[src/rtl/core/tes_pkg.sv]
// Shared types and constants for the text encoding sniffer.
package tes_pkg;

  // Result codes
  typedef enum logic [3:0] {
    ENC_ASCII     = 4'd0,
    ENC_BINARY    = 4'd1,
    ENC_U16LE     = 4'd2,
    ENC_U16LE_BOM = 4'd3,
    ENC_U16BE     = 4'd4,
    ENC_U16BE_BOM = 4'd5,
    ENC_U32LE     = 4'd6,
    ENC_U32BE     = 4'd7,
    ENC_U8        = 4'd8,
    ENC_U8_BOM    = 4'd9
  } encoding_e;

  // Configuration register indexes
  typedef enum logic {
    CFG_BUFFER_LENGTH = 1'b0,
    CFG_PREFER_UTF8   = 1'b1
  } cfg_index_e;

  localparam int unsigned CfgDataWidth = 31;

  // Byte-order marks as they appear in the head word (first byte in bits 7:0)
  localparam logic [31:0] Bom32Le   = 32'h0000_FEFF;
  localparam logic [31:0] Bom32Be   = 32'hFFFE_0000;
  localparam logic [15:0] Bom16Le   = 16'hFEFF;
  localparam logic [15:0] Bom16Be   = 16'hFFFE;
  localparam logic [15:0] Bom8Low   = 16'hBBEF;
  localparam logic [7:0]  Bom8High  = 8'hBF;

  // UTF-8 lead byte limits
  localparam logic [7:0]  Lead2Max  = 8'hC1;
  localparam logic [7:0]  Lead4Min  = 8'hF5;

  // Null density divisor: UTF-16 once nulls exceed length / NullRatio
  localparam int unsigned NullRatio = 50;

endpackage

[src/rtl/core/text_encoding_sniffer.sv]
// Streaming text encoding classifier: one byte per cycle when not stalled, one verdict per buffer.
//
// Usage: program buffer_length (index 0) and prefer_utf8 (index 1) through the
// write port, then stream the buffer's bytes in address order on the input
// channel (in_valid_i / in_stall_o / data_byte_i). After the last byte of each
// buffer one transaction with the verdict appears on the output channel
// (out_valid_o / out_stall_i / encoding_o); all other bytes give none.
// The last byte passes through the input register, and its verdict is then loaded
// into the result register, which holds it until the receiver takes it; the verdict
// is loaded only while the result register is free.
// Throughput: one byte per cycle while in_stall_o is low; the byte update is a
// handful of small compares plus one LENGTH_BITS+6 bit add and compare for the null threshold.
// When the receiver stalls, the result register holds its transaction; the
// input keeps flowing until a second verdict is ready, then in_stall_o rises
// until the held result is taken.
// Reset: buffer_length returns to 1, prefer_utf8 to 0, and all scan state and
// both pipeline valid bits are cleared; the block takes bytes as soon as reset
// is released. A finished verdict also clears the scan state, so the
// next byte starts a new buffer.
module text_encoding_sniffer #(
  parameter int unsigned LENGTH_BITS = 31
) (
  input  logic                             clk_i,
  input  logic                             rst_ni,
  // configuration write port
  input  logic                             cfg_we_i,
  input  logic                             cfg_index_i,
  input  logic [tes_pkg::CfgDataWidth-1:0] cfg_data_i,
  // input byte channel
  input  logic                             in_valid_i,
  output logic                             in_stall_o,
  input  logic [7:0]                       data_byte_i,
  // verdict channel
  output logic                             out_valid_o,
  input  logic                             out_stall_i,
  output logic [3:0]                       encoding_o
);

  localparam int unsigned NullW = LENGTH_BITS + 6;
  localparam logic [NullW-1:0] NullStep = NullW'(tes_pkg::NullRatio);

  // Configuration registers
  logic [LENGTH_BITS-1:0] buffer_length_q;
  logic                   prefer_utf8_q;

  // Input stage
  logic       s1_valid_q;
  logic [7:0] s1_byte_q;

  // Result stage
  logic                out_valid_q;
  tes_pkg::encoding_e  out_enc_q;

  // Scan state; nulls are kept pre-multiplied by the ratio
  logic [LENGTH_BITS-1:0] bytes_seen_q, bytes_seen_d;
  logic                   word_all_zero_q, word_all_zero_d;
  logic                   binary_seen_q, binary_seen_d;
  logic [31:0]            head_bytes_q, head_bytes_d;
  logic [NullW-1:0]       null_x50_q, null_x50_d;
  logic [1:0]             pending_q, pending_d;
  logic                   high_bit_q, high_bit_d;
  logic                   scan_done_q, scan_done_d;
  tes_pkg::encoding_e     scan_verdict_q, scan_verdict_d;

  logic [LENGTH_BITS-1:0] len_eff;
  logic [LENGTH_BITS:0]   n_count;
  logic                   last_byte;
  logic                   out_free;
  logic                   s1_fire;
  logic [NullW-1:0]       null_x50_inc;
  logic                   null_hit;
  tes_pkg::encoding_e     verdict;

  // Handshake: the result register parts the two sides
  assign out_free    = !out_valid_q || !out_stall_i;
  assign s1_fire     = s1_valid_q && (!last_byte || out_free);
  assign in_stall_o  = s1_valid_q && !s1_fire;
  assign out_valid_o = out_valid_q;
  assign encoding_o  = out_enc_q;

  // Length of zero acts as one
  assign len_eff   = (buffer_length_q == '0) ? LENGTH_BITS'(1) : buffer_length_q;
  assign n_count   = {1'b0, bytes_seen_q} + (LENGTH_BITS + 1)'(1);
  assign last_byte = (n_count >= {1'b0, len_eff});

  // nulls > floor(len/50)  <=>  len < 50 * nulls
  assign null_x50_inc = null_x50_q + NullStep;
  assign null_hit     = ({6'b0, len_eff} < null_x50_inc);

  // Per-byte state update
  always_comb begin
    bytes_seen_d    = n_count[LENGTH_BITS-1:0];
    head_bytes_d    = head_bytes_q;
    word_all_zero_d = word_all_zero_q && (s1_byte_q == 8'h00);
    binary_seen_d   = binary_seen_q;
    null_x50_d      = null_x50_q;
    pending_d       = pending_q;
    high_bit_d      = high_bit_q;
    scan_done_d     = scan_done_q;
    scan_verdict_d  = scan_verdict_q;

    // capture the first four bytes
    if (bytes_seen_q[LENGTH_BITS-1:2] == '0) begin
      case (bytes_seen_q[1:0])
        2'd0:    head_bytes_d[7:0]   = s1_byte_q;
        2'd1:    head_bytes_d[15:8]  = s1_byte_q;
        2'd2:    head_bytes_d[23:16] = s1_byte_q;
        default: head_bytes_d[31:24] = s1_byte_q;
      endcase
    end

    // aligned all-zero word check
    if (bytes_seen_q[1:0] == 2'd3) begin
      binary_seen_d   = binary_seen_q || word_all_zero_d;
      word_all_zero_d = 1'b1;
    end

    // UTF-16 / UTF-8 scan until the first verdict latches
    if (!scan_done_q) begin
      if (s1_byte_q == 8'h00) begin
        null_x50_d = null_x50_inc;
        if (null_hit) begin
          scan_done_d    = 1'b1;
          scan_verdict_d = bytes_seen_q[0] ? tes_pkg::ENC_U16LE : tes_pkg::ENC_U16BE;
        end else begin
          pending_d = 2'd0;
        end
      end else if (!s1_byte_q[7]) begin
        if (pending_q != 2'd0) begin
          scan_done_d    = 1'b1;
          scan_verdict_d = tes_pkg::ENC_ASCII;
        end
      end else begin
        high_bit_d = 1'b1;
        if (!s1_byte_q[6]) begin
          // continuation byte
          if (pending_q == 2'd0) begin
            scan_done_d    = 1'b1;
            scan_verdict_d = tes_pkg::ENC_ASCII;
          end else begin
            pending_d = pending_q - 2'd1;
          end
        end else if (pending_q != 2'd0) begin
          scan_done_d    = 1'b1;
          scan_verdict_d = tes_pkg::ENC_ASCII;
        end else if (!s1_byte_q[5]) begin
          if (s1_byte_q <= tes_pkg::Lead2Max) begin
            scan_done_d    = 1'b1;
            scan_verdict_d = tes_pkg::ENC_ASCII;
          end else begin
            pending_d = 2'd1;
          end
        end else if (!s1_byte_q[4]) begin
          pending_d = 2'd2;
        end else if (!s1_byte_q[3]) begin
          if (s1_byte_q >= tes_pkg::Lead4Min) begin
            scan_done_d    = 1'b1;
            scan_verdict_d = tes_pkg::ENC_ASCII;
          end else begin
            pending_d = 2'd3;
          end
        end else begin
          scan_done_d    = 1'b1;
          scan_verdict_d = tes_pkg::ENC_ASCII;
        end
      end
    end
  end

  // Final verdict from the updated state, in priority order
  always_comb begin
    if (n_count < (LENGTH_BITS + 1)'(2)) begin
      verdict = tes_pkg::ENC_ASCII;
    end else if (binary_seen_d) begin
      verdict = tes_pkg::ENC_BINARY;
    end else if (n_count >= (LENGTH_BITS + 1)'(4) && head_bytes_d == tes_pkg::Bom32Le) begin
      verdict = tes_pkg::ENC_U32LE;
    end else if (n_count >= (LENGTH_BITS + 1)'(4) && head_bytes_d == tes_pkg::Bom32Be) begin
      verdict = tes_pkg::ENC_U32BE;
    end else if (head_bytes_d[15:0] == tes_pkg::Bom16Le) begin
      verdict = tes_pkg::ENC_U16LE_BOM;
    end else if (head_bytes_d[15:0] == tes_pkg::Bom16Be) begin
      verdict = tes_pkg::ENC_U16BE_BOM;
    end else if (n_count < (LENGTH_BITS + 1)'(3)) begin
      verdict = tes_pkg::ENC_ASCII;
    end else if (head_bytes_d[15:0] == tes_pkg::Bom8Low &&
                 head_bytes_d[23:16] == tes_pkg::Bom8High) begin
      verdict = tes_pkg::ENC_U8_BOM;
    end else if (scan_done_d) begin
      verdict = scan_verdict_d;
    end else if (high_bit_d && pending_d == 2'd0) begin
      verdict = tes_pkg::ENC_U8;
    end else if (!high_bit_d && prefer_utf8_q) begin
      verdict = tes_pkg::ENC_U8;
    end else begin
      verdict = tes_pkg::ENC_ASCII;
    end
  end

  // Configuration registers
  always_ff @(posedge clk_i or negedge rst_ni) begin
    if (!rst_ni) begin
      buffer_length_q <= LENGTH_BITS'(1);
      prefer_utf8_q   <= 1'b0;
    end else if (cfg_we_i) begin
      case (cfg_index_i)
        tes_pkg::CFG_BUFFER_LENGTH: buffer_length_q <= cfg_data_i[LENGTH_BITS-1:0];
        tes_pkg::CFG_PREFER_UTF8:   prefer_utf8_q   <= cfg_data_i[0];
        default:                    prefer_utf8_q   <= prefer_utf8_q;
      endcase
    end
  end

  // Input register
  always_ff @(posedge clk_i or negedge rst_ni) begin
    if (!rst_ni) begin
      s1_valid_q <= 1'b0;
    end else if (!in_stall_o) begin
      s1_valid_q <= in_valid_i;
    end
  end

  always_ff @(posedge clk_i) begin
    if (in_valid_i && !in_stall_o) begin
      s1_byte_q <= data_byte_i;
    end
  end

  // Scan state registers; cleared after each verdict
  always_ff @(posedge clk_i or negedge rst_ni) begin
    if (!rst_ni) begin
      bytes_seen_q    <= '0;
      word_all_zero_q <= 1'b1;
      binary_seen_q   <= 1'b0;
      head_bytes_q    <= '0;
      null_x50_q      <= '0;
      pending_q       <= 2'd0;
      high_bit_q      <= 1'b0;
      scan_done_q     <= 1'b0;
      scan_verdict_q  <= tes_pkg::ENC_ASCII;
    end else if (s1_fire) begin
      if (last_byte) begin
        bytes_seen_q    <= '0;
        word_all_zero_q <= 1'b1;
        binary_seen_q   <= 1'b0;
        head_bytes_q    <= '0;
        null_x50_q      <= '0;
        pending_q       <= 2'd0;
        high_bit_q      <= 1'b0;
        scan_done_q     <= 1'b0;
        scan_verdict_q  <= tes_pkg::ENC_ASCII;
      end else begin
        bytes_seen_q    <= bytes_seen_d;
        word_all_zero_q <= word_all_zero_d;
        binary_seen_q   <= binary_seen_d;
        head_bytes_q    <= head_bytes_d;
        null_x50_q      <= null_x50_d;
        pending_q       <= pending_d;
        high_bit_q      <= high_bit_d;
        scan_done_q     <= scan_done_d;
        scan_verdict_q  <= scan_verdict_d;
      end
    end
  end

  // Result register
  always_ff @(posedge clk_i or negedge rst_ni) begin
    if (!rst_ni) begin
      out_valid_q <= 1'b0;
    end else if (out_free) begin
      out_valid_q <= s1_fire && last_byte;
    end
  end

  always_ff @(posedge clk_i) begin
    if (out_free && s1_fire && last_byte) begin
      out_enc_q <= verdict;
    end
  end

`ifndef SYNTH
  // Input only backs up behind a held, stalled verdict
  assert property (@(posedge clk_i) disable iff (!rst_ni)
    in_stall_o |-> (out_valid_q && out_stall_i))
    else $error("input stalled without a blocked verdict");

  // A verdict restarts the buffer
  assert property (@(posedge clk_i) disable iff (!rst_ni)
    (s1_fire && last_byte) |=> (bytes_seen_q == '0 && null_x50_q == '0))
    else $error("scan state not cleared after verdict");

  // No scan verdict without the latch flag
  assert property (@(posedge clk_i) disable iff (!rst_ni)
    !scan_done_q |-> (scan_verdict_q == tes_pkg::ENC_ASCII))
    else $error("scan verdict set without scan_done");

  // Fresh buffer carries no history
  assert property (@(posedge clk_i) disable iff (!rst_ni)
    (bytes_seen_q == '0) |-> (head_bytes_q == '0 && !high_bit_q && !binary_seen_q))
    else $error("stale state at start of buffer");
`endif

endmodule
[config.mk]
export PLATFORM = sky130hd
export DESIGN_NAME = text_encoding_sniffer
export DESIGN_NICKNAME = d
export VERILOG_FILES = /design/src/rtl/core/tes_pkg.sv /design/src/rtl/core/text_encoding_sniffer.sv
export SDC_FILE = /design/constraint.sdc
export NUM_CORES = 1
export LEC_CHECK = 0
export CAP_MARGIN = 20
export CORE_ASPECT_RATIO = 0.7
export CORE_UTILIZATION = 30
export CTS_CLUSTER_SIZE = 12
export DETAILED_ROUTE_END_ITERATION = 6
export DONT_BUFFER_PORTS = 1
export GPL_ROUTABILITY_DRIVEN = 0
export GPL_TIMING_DRIVEN = 0
export SYNTH_ARGS = -nofsm -noshare
export SYNTH_HDL_FRONTEND = slang
export SYNTH_SLANG_ARGS = --single-unit
[constraint.sdc]
create_clock -name clk_i -period 7.75 [get_ports clk_i]
set_input_delay 0.775 -clock clk_i [delete_from_list [all_inputs] [get_ports clk_i]]
set_output_delay 0.775 -clock clk_i [all_outputs]
set_load 0.01 [all_outputs]
* Word level (Yosys, flattened, before mapping)
Index checks and enable logic that the tools add are counted.
** Storage, ports and cells
- Flip-flop bits (word level) :: 156
- Bits of input ports :: 45
- Output and inout port bits :: 6
- Logic and storage cells :: 144
** Cells by class
- $add $sub $neg :: 3
- Magnitude comparators :: 7
- Equality and inequality tests :: 10
- Mux-type cells :: 71
- Bitwise gates (word level) :: 1
- Reductions and logical operators :: 35
** Operators by type and width (number)
- two-way mux 37 bit :: 3
- two-way mux 4 bit :: 18
- less-than comparator 32 x 2 -> 1 bit (second input constant) :: 2
- two-way mux 32 bit :: 2
- two-way mux 31 bit :: 2
- == test 16 bit (second input constant) :: 3
- adder 37 x 6 -> 37 bit (second input constant) :: 1
- less-than comparator 31 x 37 -> 1 bit :: 1
- adder 31 x 1 -> 32 bit (second input constant) :: 1
- == test 32 x 16 -> 1 bit (second input constant) :: 1
- == test 32 bit (second input constant) :: 1
- greater-or-equal comparator 32 x 3 -> 1 bit (second input constant) :: 1
- greater-or-equal comparator 32 x 31 -> 1 bit :: 1
- two-way mux 8 bit :: 4
- zero test 31 bit :: 1
- zero test 29 bit :: 1
- two-way mux 2 bit :: 13
- two-way mux 1 bit :: 23
- two-way mux 3 bit :: 6
- logical AND 1 bit :: 12
- == test 8 bit (second input constant) :: 1
- greater-or-equal comparator 8 bit (second input constant) :: 1
- <= comparator 8 bit (second input constant) :: 1
- zero test 8 bit :: 1
- 14 further kinds :: 26

* Longest topological paths before layout
Gate-level depths: netlist of the first run.
- Depth in word-level cells :: 21
- Gate-level depth with buffers :: 20

* Least setup slack after synthesis of the first run
OpenSTA, ideal clock, no wires.
- Kind :: flip-flop to output port
- Start point :: register bytes_seen_q[0]
- End point :: output in_stall_o
- Arrival :: 3735 ps
- Required time :: 6975 ps
- Setup slack :: 3240 ps
- Cell stages (with the launch flop) :: 14
- Cell sequence :: dfrtp_1 ha_1 nand4_1 nor4_4 a31oi_1 or2_2 ha_1 a21o_1 a21oi_1 o211ai_1 nor2_1 o41ai_1 a21boi_1 nor3b_1
** On the way
- Word-level cells in the longest chain between the ends :: 7
** Ends and longest elaborated chain
- from (decl) :: line text_encoding_sniffer.sv:55 : logic [LENGTH_BITS-1:0] bytes_seen_q, bytes_seen_d;
- from (signal assigned) :: line text_encoding_sniffer.sv:253 : bytes_seen_q <= bytes_seen_d;
- adder 31 x 1 -> 32 bit :: line text_encoding_sniffer.sv:83 : assign n_count = {1'b0, bytes_seen_q} + (LENGTH_BITS + 1)'(1);
- greater-or-equal comparator 32 x 31 -> 1 bit :: line text_encoding_sniffer.sv:84 : assign last_byte = (n_count >= {1'b0, len_eff});
- zero test 1 bit :: line text_encoding_sniffer.sv:76 : assign s1_fire = s1_valid_q && (!last_byte || out_free);
- logical OR 1 bit :: line text_encoding_sniffer.sv:76
- logical AND 1 bit :: line text_encoding_sniffer.sv:76
- zero test 1 bit :: line text_encoding_sniffer.sv:77 : assign in_stall_o = s1_valid_q && !s1_fire;
- logical AND 1 bit :: line text_encoding_sniffer.sv:77
- to (decl) :: line text_encoding_sniffer.sv:31 : output logic in_stall_o,
Every way passes these cells.

* Worst setup path after layout of the first run
Ends and elaborated chain as after synthesis.

==> summary by stage, run 1 <==
Status
The run finished with clean final reports.

Die
The core region is 35100 um^2. The die span in x is 229 um. The vertical extent of the die is 161 um. Once the floorplan was initialized, standard cells occupied 30.8% of the core.

The count of standard-cell rows is 57. During I/O placement, the number of pins put on the boundary was 51. The die covers approximately 37000 um^2.

Synth
The sequential fraction of the synthesis area is 36.4%. Counting every net in the synthesized netlist gives 1303. The commonest cells after synthesis are sky130_fd_sc_hd__dfrtp_1, sky130_fd_sc_hd__nand2_1, sky130_fd_sc_hd__o21ai_0.

Yosys mapped the design onto 85 distinct sky130hd cell types. The Yosys warning count is 0. In the synthesized netlist, the number of instances is 1191.

The biggest area consumer among synthesized cells is sky130_fd_sc_hd__dfrtp_1. For this run, the leading register cell type out of synthesis is sky130_fd_sc_hd__dfrtp_1. The most repeated cell in the gate-level netlist after synthesis is sky130_fd_sc_hd__dfrtp_1.

The share of flip-flops with an asynchronous set or reset is 92.3%. In the post-synthesis netlist, the biggest area contributors are sky130_fd_sc_hd__dfrtp_1, sky130_fd_sc_hd__ha_1, sky130_fd_sc_hd__a22o_1, sky130_fd_sc_hd__nand2_1, sky130_fd_sc_hd__o21ai_0. The post-synth design cell area is 10800 um^2. After synthesis, the largest area contributor takes up 32.6% of total cell area. Counting flops and latches in the post-synthesis netlist gives 155.

The average cell area after synthesis is 9.08 um^2. Yosys mapped a number of flops with a built-in enable equal to 12.

GRT
The total overflow left after global routing is 0. The number of antenna violations at the first check in global routing is 3. For met2 alone, demand over resource in global routing was 24.9%.

Global routing consumed, over all layers together, 18.8% of the routing resources. In the global route stage, met1 resource usage came out at ~29%. The global routing stage identified its most utilized layer as met1. The via count of the first global-routing pass is 9131. For met3 alone, demand over resource in global routing was 5.31%.

Entering global routing, the biggest net connects 140 pins. The first-pass GRT wire length is 53200 um.

Pwr
The total power draw is 0.00302 W. The fraction of power spent switching nets is 37.3%. The power density over cell area is 250 nW/um^2. The clock network accounts for 30.2% of the total power. The switching power total is around 0.0011 W. The combinational group share of total power is a little over a third. The maximum vdd ir drop is 0.126 mV. Cell internal power was estimated by the tool at 0.00189 W. Per report_power, the sequential group accounts for between 30% and 40% of the total.

The cell leakage power is 5.14 nW.

Timing
Setup violations remaining at the end of the flow were counted as 0. Setup repair after global routing left no endpoint under its margin. The final count of pins violating max slew is 0. After routing, the total negative slack on setup checks comes to 0 ns.

The final-report hold violation count was 0. The smallest clock period supported by the final layout is computed as about 6.4 ns. The transition time at the pin with the least slew margin is 1.07 ns.

Derived from the worst setup path, the maximum achievable clock frequency is 156 MHz. The share of the clock period used by the worst path after layout is roughly 83%. The worst-case clock skew is 0.0141 ns.

The remaining max-slew budget at the tightest pin is ~29%.

Critical path
Counting both buffers and inverters, the worst setup path holds a total of 1. The end of the worst register-to-register path is s1_byte_q[6]. The number of cells on the worst reg-to-reg path is 14.

By startpoint and endpoint, the worst setup path is classified as reg2out. The worst register-to-register path begins at bytes_seen_q[0]. The largest driver fanout on the critical path is 9.

The category of the worst setup path launch point is a flop. The critical path goes through ha_1, nand4_1, nor4_4, nand3_1, xnor2_1, inv_1, ha_1, nand4_1, o211ai_1, nor2_1, o41ai_1, a21boi_1, nor3b_1. STA classifies the critical path endpoint as an output port. The launch point of the worst path is bytes_seen_q[0]. The data arrival time at the worst-slack endpoint is 5.64 ns.

The largest single stage delay on the critical path is ~0.76 ns. The reg-to-reg setup timing slack is about 1.8 ns. The kind of cell with the highest combined delay along the critical path is simple AND/OR/NAND/NOR gates. The slowest stage of the critical path belongs to the cell sky130_fd_sc_hd__o41ai_1. Data on the critical path is required at its endpoint by 6.97 ns.

Clock tree
Clock-pin slew was measured on the worst setup and hold paths at 0.06 ns. The number of levels in the clock H-tree is 4. Clock latency on the worst-skew pair, taken at its later pin, is 0.46 ns. The tree is rooted in a sky130_fd_sc_hd__clkbuf_16. The clock sink count is between 150 and 200. In this run, CTS created clock tree buffers numbering 17.

The CTS tree is done. The longest clock path from root to sink contains 2 buffers.

Min path
The min-delay analysis places its worst path in the category in2async.

Detailed routing
In the routed design, unresolved DRC markers number 0. The routed length per instance is 19.9 um. The residual antenna-violating net count after detailed routing is 0. The total vias in the final route is 9569. The detail-routed via count per cell is 5.63. For this block, the initial DRC count from the detailed router was between 800 and 900. The final wirelength is 33800 um. The first detailed-routing pass ran for 5 iterations.

Cells and area
Compared with the post-synthesis result, the final layout area differs by 11.5%. After filler insertion, the fill cell instance count of the layout stands at 3658. The final layout contains 1324 nets. The layout cell share with drive strength beyond 1 is 8.08%.

Place
The post-DP HPWL is between 20000 and 30000 um. Buffers placed on the I/O ports in this run total 0.

Run
The tool flagged a number of max-cap violations equal to 0.
==> routing by layer <==
layer,part of all wire (%),routed length [um]
met5,0,0
met4,1.2,403
met3,9.1,3080
met2,39,13300
met1,50,17000
==> flip-flops by register name, indices dropped and copies added, names as in the netlist, 2 cells and up <==
signal / flops
buffer_length_q: 31
bytes_seen_q: 31
encoding_o: 4
head_bytes_q: 32
null_x50_q: 36
pending_q: 2
s1_byte_q: 8
scan_verdict_q: 4
==> cell families (layout without fill, tap and decap cells) <==
kind of cell	after synthesis	after routing	share of synthesized area, %
AND/OR/NAND/NOR	411	411	21.8
AO/OA/AOI/OAI	303	303	19.8
buffers and inverters	167	201	6.60
flip-flops	155	155	36.4
adder cells (fa/ha/maj)	67	67	7.75
XOR/XNOR	59	59	4.78
multiplexers	29	29	2.84
other	0	3	0
==> cells in the final DEF, fill, tap and decap left out, drive strengths merged, types with 31 or more instances in the layout <==
cell	count
a21oi	34
a22o	51
clkbuf	97
dfrtp	141
ha	67
inv	63
nand2	100
nand3	35
nand4	52
nor2	50
nor3	41
nor4	31
o21ai	77
==> how the worst max path moves through the flow <==
stage	to	slack, ns	cells after the start
4_1_cts	in_stall_o	1.41	13
6_report	in_stall_o	1.34	13
2_1_floorplan	in_stall_o	3.24	13
3_5_place_dp	s1_byte_q[6]	1.90	15
3_3_place_gp	null_x50_q[24]	2.05	17
5_1_grt	in_stall_o	1.0	13
==> through the flow <==
stage | worst slack [ns] | util (%) | instances | cell area (um^2) | hold slack, ns
after detailed placement | 1.90 | 32.5 | 1664 | 11400 | 0.472
after global routing | 0.999 | 34.3 | 1699 | 12100 | 0.00138
final | 1.34 | 34.4 | 1700 | 12100 | 0.0249
after global placement | 2.05 | 32.5 | 1663 | 11400 | 0.471
after floorplan | 3.24 | - | 1191 | 10800 | 0.453
after CTS | 1.41 | 34.3 | 1697 | 12000 | 0.00167
==> final cells by class <==
type | instances | area [um^2] | area share, %
Multi-Input combinational cell | 869 | 6160 | 51.1
Sequential cell | 155 | 3940 | 32.7
Tap cell | 472 | 591 | 4.90
Clock buffer | 22 | 485 | 4.03
Buffer | 104 | 477 | 3.95
Inverter | 63 | 236 | 1.96
Clock inverter | 10 | 139 | 1.15
Timing Repair Buffer | 2 | 20.0 | 0.166
Antenna cell | 3 | 7.51 | 0.0623
==> what timing repair did <==
item | CTS | global route
endpoints found under the setup margin | 0 | 0
buffers inserted | 0 | 0
hold buffers | 1 | 0
hold endpoints to repair | 5 | 0
gates resized for setup | 0 | 0
==> power groups by stage <==
stage | Clock (W) | Combinational [W] | Sequential, W
after CTS | 0.000926 | 0.00104 | 0.00105
after floorplan | 0 | 0.000782 | 0.00102
after detailed placement | 0 | 0.00102 | 0.00106
after global routing | 0.000965 | 0.00118 | 0.00107
after global placement | 0 | 0.00100 | 0.00106
final | 0.000912 | 0.00106 | 0.00105
No activity file was read; power rests on OpenSTA's default activity.
==> run 2: changes to the inputs <==
==> constraint.sdc (replaced) <==
create_clock -name clk_i -period 6.3 [get_ports clk_i]
set_input_delay 0.63 -clock clk_i [delete_from_list [all_inputs] [get_ports clk_i]]
set_output_delay 0.63 -clock clk_i [all_outputs]
set_load 0.01 [all_outputs]
==> run 2 against run 1 <==
  * Sequential power up 23%
  * Power up 24%
  * Clock-buffer cell count unchanged
  * Clock power up 24%
  * Design area up 0.45%
  * First-iteration DRC count down 0.58%
  * Via count up 0.26%
  * Setup slack worse by 0.98 ns
  * Sequential share of layout area down 0.15 points
  * Critical path type is now reg2reg
  * Largest cell class unchanged
==> summary by stage, run 2 (synthesis gave the netlist of run 1 again) <==
Clock tree
The clock sink count came to 155 (unchanged). The number of buffers inserted to repair setup after CTS is 0 (unchanged). The CTS tree is done. The clock root buffer is sky130_fd_sc_hd__clkbuf_16. The number of levels in the clock H-tree came to 4 (unchanged). The later-pin clock latency in the skew report came to 0.46 ns (about the same). The number of buffers inserted during clock tree synthesis is 17 (unchanged).

The number of buffers on the longest clock path was 2 (unchanged). The clock transition at the registers of the reported paths was 0.07 ns (about the same).

Die
The area inside the core boundary is 35100 um^2 (unchanged). The initial standard-cell utilization of the core came to 30.8% (unchanged). The die span in x is 229 um (unchanged). The vertical extent of the die came to 161 um (unchanged). The overall die area is 36800 um^2 (unchanged). The count of standard-cell rows came to 57 (unchanged).

The number of top-level pins came to 51 (unchanged).

Pwr
The maximum vdd ir drop is 0.156 mV (+24%). The cell leakage power was 5.16 nW (+0.51%). The power density over cell area was 309 nW/um^2 (+23%).

Cells and area
Leaving out fill and tap cells, the most frequent cells in the layout are sky130_fd_sc_hd__dfrtp_1, sky130_fd_sc_hd__nand2_1, sky130_fd_sc_hd__clkbuf_1. The final net count came to 1326 (+0.15%). The area added between synthesis and finish is 12.0%. The number of flip-flops under the largest register name was 36 (unchanged). The layout cell share with drive strength beyond 1 is 8.39% (+0.31 points). The largest registers in the layout are null_x50_q x36, head_bytes_q x32. The library cell used most frequently in the layout, excluding fill and tap cells, is sky130_fd_sc_hd__dfrtp_1.

The final cell count without fillers is 1703 (+0.18%). The final design area excluding fillers is 12100 um^2 (+0.45%). Ranked by flip-flop count, first place goes to null_x50_q.

Critical path
The worst reg2reg path startpoint is bytes_seen_q[0]. The end of the worst register-to-register path is null_x50_q[18]. The data arrival time at the worst-slack endpoint was 6.32 ns (+0.68 ns). The largest driver fanout on the critical path was 10 (+1). The reg-to-reg setup timing slack is 0.36 ns (-1.42 ns). The category of the critical setup timing path is reg2reg. The data required time of the critical path came to 6.68 ns (-0.29 ns). The kind of end point of the critical path is a flop.

STA classifies the critical path startpoint as a flop. The length in cells of the worst reg-to-reg path was 17 (+3).

Timing
The total of endpoints with negative setup slack in the final report came to 0 (unchanged). The remaining max-slew budget at the tightest pin was 27.1% (-1.7 points). The final critical-path setup slack is 0.359 ns (-0.979 ns).

The summed negative setup slack over all endpoints is 0 ns (unchanged). The worst-case clock skew was 0.0127 ns (-0.00137 ns). The final-layout worst hold slack is 0.122 ns (+0.0968 ns). The final-report hold violation count is 0 (unchanged). The share of the clock period used by the worst path after layout is 94.3%.

Timing would allow up to 168 MHz. The transition time at the pin with the least slew margin is 1.09 ns (+0.0247 ns). The routed design could run at a clock period as short as 5.94 ns. Setup repair after global routing left no endpoint under its margin.

The final count of pins violating max slew was 0 (unchanged).

Run
The count of max-cap constraint violations came to 0 (unchanged).

Detailed routing
The number of DRC markers in iteration 0 is 856 (-0.58%). The residual antenna-violating net count after detailed routing is 0 (unchanged). The detail-routed via count per cell is 5.63 (about the same). The final routed DRC violation total is 0 (unchanged).

The final wirelength is 34100 um (+1.0%). The routed length per instance is 20.0 um (+0.83%). The first-pass detailed-route iteration total came to 5 (unchanged). The total vias in the final route is 9594 (+0.26%).

GRT
The met2 layer usage reported by global route is 25.1% (+0.23 points). The pin count of the biggest net entering global routing came to 142 (+1.4%). The total global-route track usage is 18.9% (+0.15 points). The first-pass GRT wire length came to 53500 um (+0.51%).

The global routing met1 resource utilization was 28.8% (+0.033 points). The via count of the first global-routing pass is 9139 (+0.088%). The number of antenna violations at the first check in global routing is 4 (+1). The most congested layer reported by global routing is met1. The global routing usage on met3 is 5.74% (+0.43 points). The aggregate global routing overflow was 0 (unchanged).

Place
The cell area after placement is 11400 um^2 (unchanged). The post-DP HPWL is 25500 um (unchanged). The number of I/O port buffers is 0 (unchanged). The number of instances in the placed design is 1664 (unchanged). The worst slack at placement was 0.451 ns (-1.45 ns).

Status
The flow ran to the end, and the final reports show no timing, DRC or antenna violations.

Min path
The worst hold path class is in2async.
## run 2: final cells by class
type                    instances  area [um^2]
multi-input cells             869         6170
well taps                     472          591
flip-flops and latches        155         3940
clock buffers                  22          485
clock inverters                10          139
diodes                          4         10.0
fillers                      3655        23000
repair buffers                  4         57.6
inverters                      63          236
plain buffers                 104          478
## run 2: how the worst max path moves through the flow
stage,startpoint,to,slack [ns],cells after the start
6_report,bytes_seen_q[0],null_x50_q[18],0.36,17
5_1_grt,bytes_seen_q[0],scan_done_q,0.008,18
4_1_cts,bytes_seen_q[0],in_stall_o,0.11,13
3_5_place_dp,bytes_seen_q[0],s1_byte_q[6],0.45,15
3_3_place_gp,bytes_seen_q[0],null_x50_q[24],0.60,17
2_1_floorplan,bytes_seen_q[0],in_stall_o,1.93,13
## run 2: report_power, final
part / switching (W) / total (W) / leakage (nW) / internal [W]
registers: 0.000144 / 0.00129 / 1.86 / 0.00115
clock network: 0.000460 / 0.00113 / 0.294 / 0.000667
logic: 0.000807 / 0.00132 / 3.01 / 0.000515
## run 2: per-layer routing
| metal | wire length (um) | vias to the layer above |
|---|---|---|
| met3 | 3440 | 41 |
| li1 | - | 4459 |
| met5 | 0 | - |
| met1 | 16900 | 4686 |
| met2 | 13400 | 408 |
| met4 | 447 | 0 |
## run 2: what timing repair did
item	4_1_cts	5_1_grt
endpoints found under the hold margin	141	1
endpoints found under the setup margin	0	12
resized for setup	0	3
hold buffers	2	1
## run 2: through the flow
step	util [%]	total power, W
after floorplan	-	0.00222
after global placement	32.5	0.00254
after detailed placement	32.5	0.00256
after CTS	34.4	0.00372
after global routing	34.5	0.00397
final	34.5	0.00374
## run 2: critical path, cell delays in order, from the launching register on
cell and delay (ns):
sky130_fd_sc_hd__dfrtp_1 0.65, sky130_fd_sc_hd__ha_1 0.31, sky130_fd_sc_hd__nand4_1 0.24, sky130_fd_sc_hd__nor4_4 0.60, sky130_fd_sc_hd__nand3_1 0.27, sky130_fd_sc_hd__xnor2_1 0.22, sky130_fd_sc_hd__ha_1 0.27, sky130_fd_sc_hd__a21o_1 0.19
sky130_fd_sc_hd__a211o_1 0.32, sky130_fd_sc_hd__nor2_1 0.10, sky130_fd_sc_hd__o211ai_1 0.15, sky130_fd_sc_hd__a311o_1 0.48, sky130_fd_sc_hd__a21oi_1 0.35, sky130_fd_sc_hd__buf_4 0.32, sky130_fd_sc_hd__buf_2 0.35, sky130_fd_sc_hd__buf_1 0.69
sky130_fd_sc_hd__nand2_1 0.14, sky130_fd_sc_hd__a31oi_1 0.20
==> run 3: changes to the inputs <==
--- a/config.mk
+++ b/config.mk
@@ -5,6 +5,7 @@
 export SDC_FILE = /design/constraint.sdc
 export NUM_CORES = 1
 export LEC_CHECK = 0
+export ABC_CLOCK_PERIOD_IN_PS = 5100
 export CAP_MARGIN = 20
 export CORE_ASPECT_RATIO = 0.7
 export CORE_UTILIZATION = 30
==> constraint.sdc (replaced) <==
create_clock -name clk_i -period 5.1 [get_ports clk_i]
set_input_delay 0.51 -clock clk_i [delete_from_list [all_inputs] [get_ports clk_i]]
set_output_delay 0.51 -clock clk_i [all_outputs]
set_load 0.01 [all_outputs]
==> run 3 against run 2 <==
  * The flow now finishes with violations (negative hold slack)
  * Combinational power grew 27%
  * Die area unchanged
  * Clock-buffer cell count stayed put
  * Non-clock buffer count grew 9
==> summary by stage, run 3 (synthesis gave the netlist of run 1 again) <==
Clock tree
The tree is rooted in a sky130_fd_sc_hd__clkbuf_16. The number of levels in the clock H-tree came to 4 (unchanged). The number of buffers inserted during clock tree synthesis is 17 (unchanged). TritonCTS built the clock tree. The clock transition at the registers of the reported paths is 0.07 ns (about the same). The later-pin clock latency in the skew report came to 0.46 ns (about the same). The number of buffers on the longest clock path is 2 (unchanged). The clock sink count is 155 (unchanged).

Critical path
The slowest stage of the critical path is the sky130_fd_sc_hd__or4_4 cell. In this run the critical register-to-register path is launched from null_x50_q[1]. The critical path's largest stage delay is 0.58 ns (-0.11 ns). STA classifies the critical path endpoint as a flop. The length in cells of the worst reg-to-reg path is 16 (-1).

STA classifies the critical path startpoint as a flop. The end of the worst register-to-register path is encoding_o[2]. The reg-to-reg setup timing slack is 0.17 ns (-0.18 ns). The largest driver fanout on the critical path is 5 (-5). The category of the critical setup timing path is reg2reg. The data required time of the critical path was 5.35 ns (-1.33 ns). Among the stages of the critical path, the cell type that occurs most often is sky130_fd_sc_hd__ha_1. The data arrival time at the worst-slack endpoint came to 5.18 ns (-1.14 ns). The signal on the critical path passes through ha_1, a211oi_1, or4_4, nor2_2, nand3_1, xor2_1, ha_1, a21oi_1, a21boi_0, a2111oi_1, o221ai_1, o21ai_2, nor2_1, a22oi_1, a311oi_1, nor4_2.

GRT
The pin count of the biggest net entering global routing is 144 (+1.4%). The number of antenna violations at the first check in global routing is 2 (-2). The total global-route track usage is 18.8% (-0.12 points). The via count of the first global-routing pass is 9186 (+0.51%).

The first-pass GRT wire length came to 53300 um (-0.30%). The aggregate global routing overflow is 0 (unchanged).

Die
The area inside the core boundary is 35100 um^2 (unchanged). The vertical extent of the die is 161 um (unchanged). The initial standard-cell utilization of the core is 30.8% (unchanged). The number of top-level pins is 51 (unchanged).

The count of standard-cell rows is 57 (unchanged). The overall die area came to 36800 um^2 (unchanged). The die span in x is 229 um (unchanged).

Cells and area
The filler cell count in the final layout is 3635 (-0.55%). The top register by number of flip-flops is null_x50_q. The register area is 3940 um^2 (about the same). The area taken by multi-input logic gates is 6290 um^2 (+2.0%). The layout cell share with drive strength beyond 1 came to 11.2% (+2.8 points). The library cells used most frequently in the layout, excluding fill and tap cells, are sky130_fd_sc_hd__dfrtp_1, sky130_fd_sc_hd__nand2_1, sky130_fd_sc_hd__o21ai_0. The most frequent standard cell in the layout excluding fill and tap cells is sky130_fd_sc_hd__dfrtp_1. In the final layout, the registers with the most flip-flops are null_x50_q x36, head_bytes_q x32. The number of flip-flops under the largest register name was 36 (unchanged). From synthesis to final layout, the design area changed by 13.9%. The final net count is 1335 (+0.68%). The final design area excluding fillers is 12300 um^2 (+1.7%).

Pwr
The power density over cell area is 378 nW/um^2 (+23%). The maximum vdd ir drop was 0.193 mV (+24%). The cell leakage power is 5.29 nW (+2.5%). The total power draw is 0.00466 W (+25%).

Detailed routing
The number of DRC markers in iteration 0 is 950 (+11%). The detail-routed via count per cell was 5.62 (-0.24%). The total vias in the final route is 9622 (+0.29%). The wire length on met2 came to 13500 um (+0.74%). The wire length the detailed router placed on met1 is 17200 um (+1.8%). The final routed DRC violation total came to 0 (unchanged).

Signal routing reaches up to met4. The final wirelength is 34200 um (about the same). The wire length on met3 is 3110 um (-9.5%).

The routed length per instance was 20.0 um (-0.44%). The residual antenna-violating net count after detailed routing is 0 (unchanged). The first-pass detailed-route iteration total is 5 (unchanged).

Status
The final reports fail on negative hold slack. The run finished, with violations left.

Timing
The achievable clock frequency is 203 MHz (+21%). The final count of pins violating max slew was 0 (unchanged). The worst-case clock skew was 0.0120 ns (-0.000688 ns).

The time the final worst path needs with I/O delays and setup is 4.93 ns (-1.02 ns). The final-layout worst hold slack was -0.0287 ns (-0.150 ns). The share of the clock period used by the worst path after layout is 96.6% (+2.3 points). The final-report hold violation count came to 3 (+3).

The total of endpoints with negative setup slack in the final report is 0 (unchanged). The transition time at the pin with the least slew margin is 0.907 ns (-0.185 ns). The remaining max-slew budget at the tightest pin is 39.0% (+12 points).

Place
The post-DP HPWL is 25500 um (unchanged). The number of I/O port buffers is 0 (unchanged). The cell area after placement was 11400 um^2 (unchanged).

Min path
The worst hold path class is in2async.

Run
The count of max-cap constraint violations is 0 (unchanged).
[run 3: worst max-delay path: cells and delay by family (launching register included)]
kind	cells	cell delay (ns)
compound gates	8	2.02
simple gates	5	1.33
fa+ha+maj	2	0.62
xor+xnor	1	0.22
flops	1	0.50
[run 3: worst max path at each step]
stage               startpoint        endpoint
2_1_floorplan  bytes_seen_q[0]    s1_byte_q[0]
3_3_place_gp   bytes_seen_q[0]  null_x50_q[24]
3_5_place_dp   bytes_seen_q[0]    s1_byte_q[6]
4_1_cts        bytes_seen_q[0]      in_stall_o
5_1_grt          null_x50_q[1]   encoding_o[2]
6_report         null_x50_q[1]   encoding_o[2]
[run 3: power breakdown]
part	internal [W]	leakage [nW]	switching, W
Sequential	0.00142	1.86	0.000178
Clock	0.000824	0.294	0.000569
Combinational	0.000654	3.14	0.00102
Total	0.00290	5.29	0.00177
[run 3: routing by layer]
layer	vias up	GRT usage [%]
met1	4740	28.8
met5	-	0
met4	0	5.39
met3	28	5.24
met2	369	24.9
li1	4485	-
[run 3: layout make-up]
type	count	share of cell area (%)
multi-input cells	869	51.1
flip-flops and latches	155	32.0
well taps	472	4.79
plain buffers	104	4.05
clock buffers	22	3.94
inverters	63	1.92
clock inverters	10	1.13
repair buffers	13	0.975
diodes	4	0.0813
[run 3: through the flow]
| step | TNS [ns] | utilization, % | worst slack, ns | std cells | hold WS, ns |
|---|---|---|---|---|---|
| 6_report | 0 | 35.1 | 0.174 | 1712 | -0.0287 |
| 3_5_place_dp | -43.62 | 32.5 | -0.749 | 1664 | 0.226 |
| 5_1_grt | -0.0594 | 35.1 | -0.0549 | 1709 | 0.0672 |
| 2_1_floorplan | 0 | - | 0.811 | 1191 | 0.214 |
| 4_1_cts | 0 | 34.7 | 0.0195 | 1701 | 0.0856 |
| 3_3_place_gp | -30.69 | 32.5 | -0.597 | 1663 | 0.227 |
[run 3: what timing repair did]
item	4_1_cts	5_1_grt
gates resized for setup	22	22
pin swaps	3	8
setup endpoints to repair	126	99
endpoints found under the hold margin	143	0
setup buffers	4	7
hold buffers	1	0
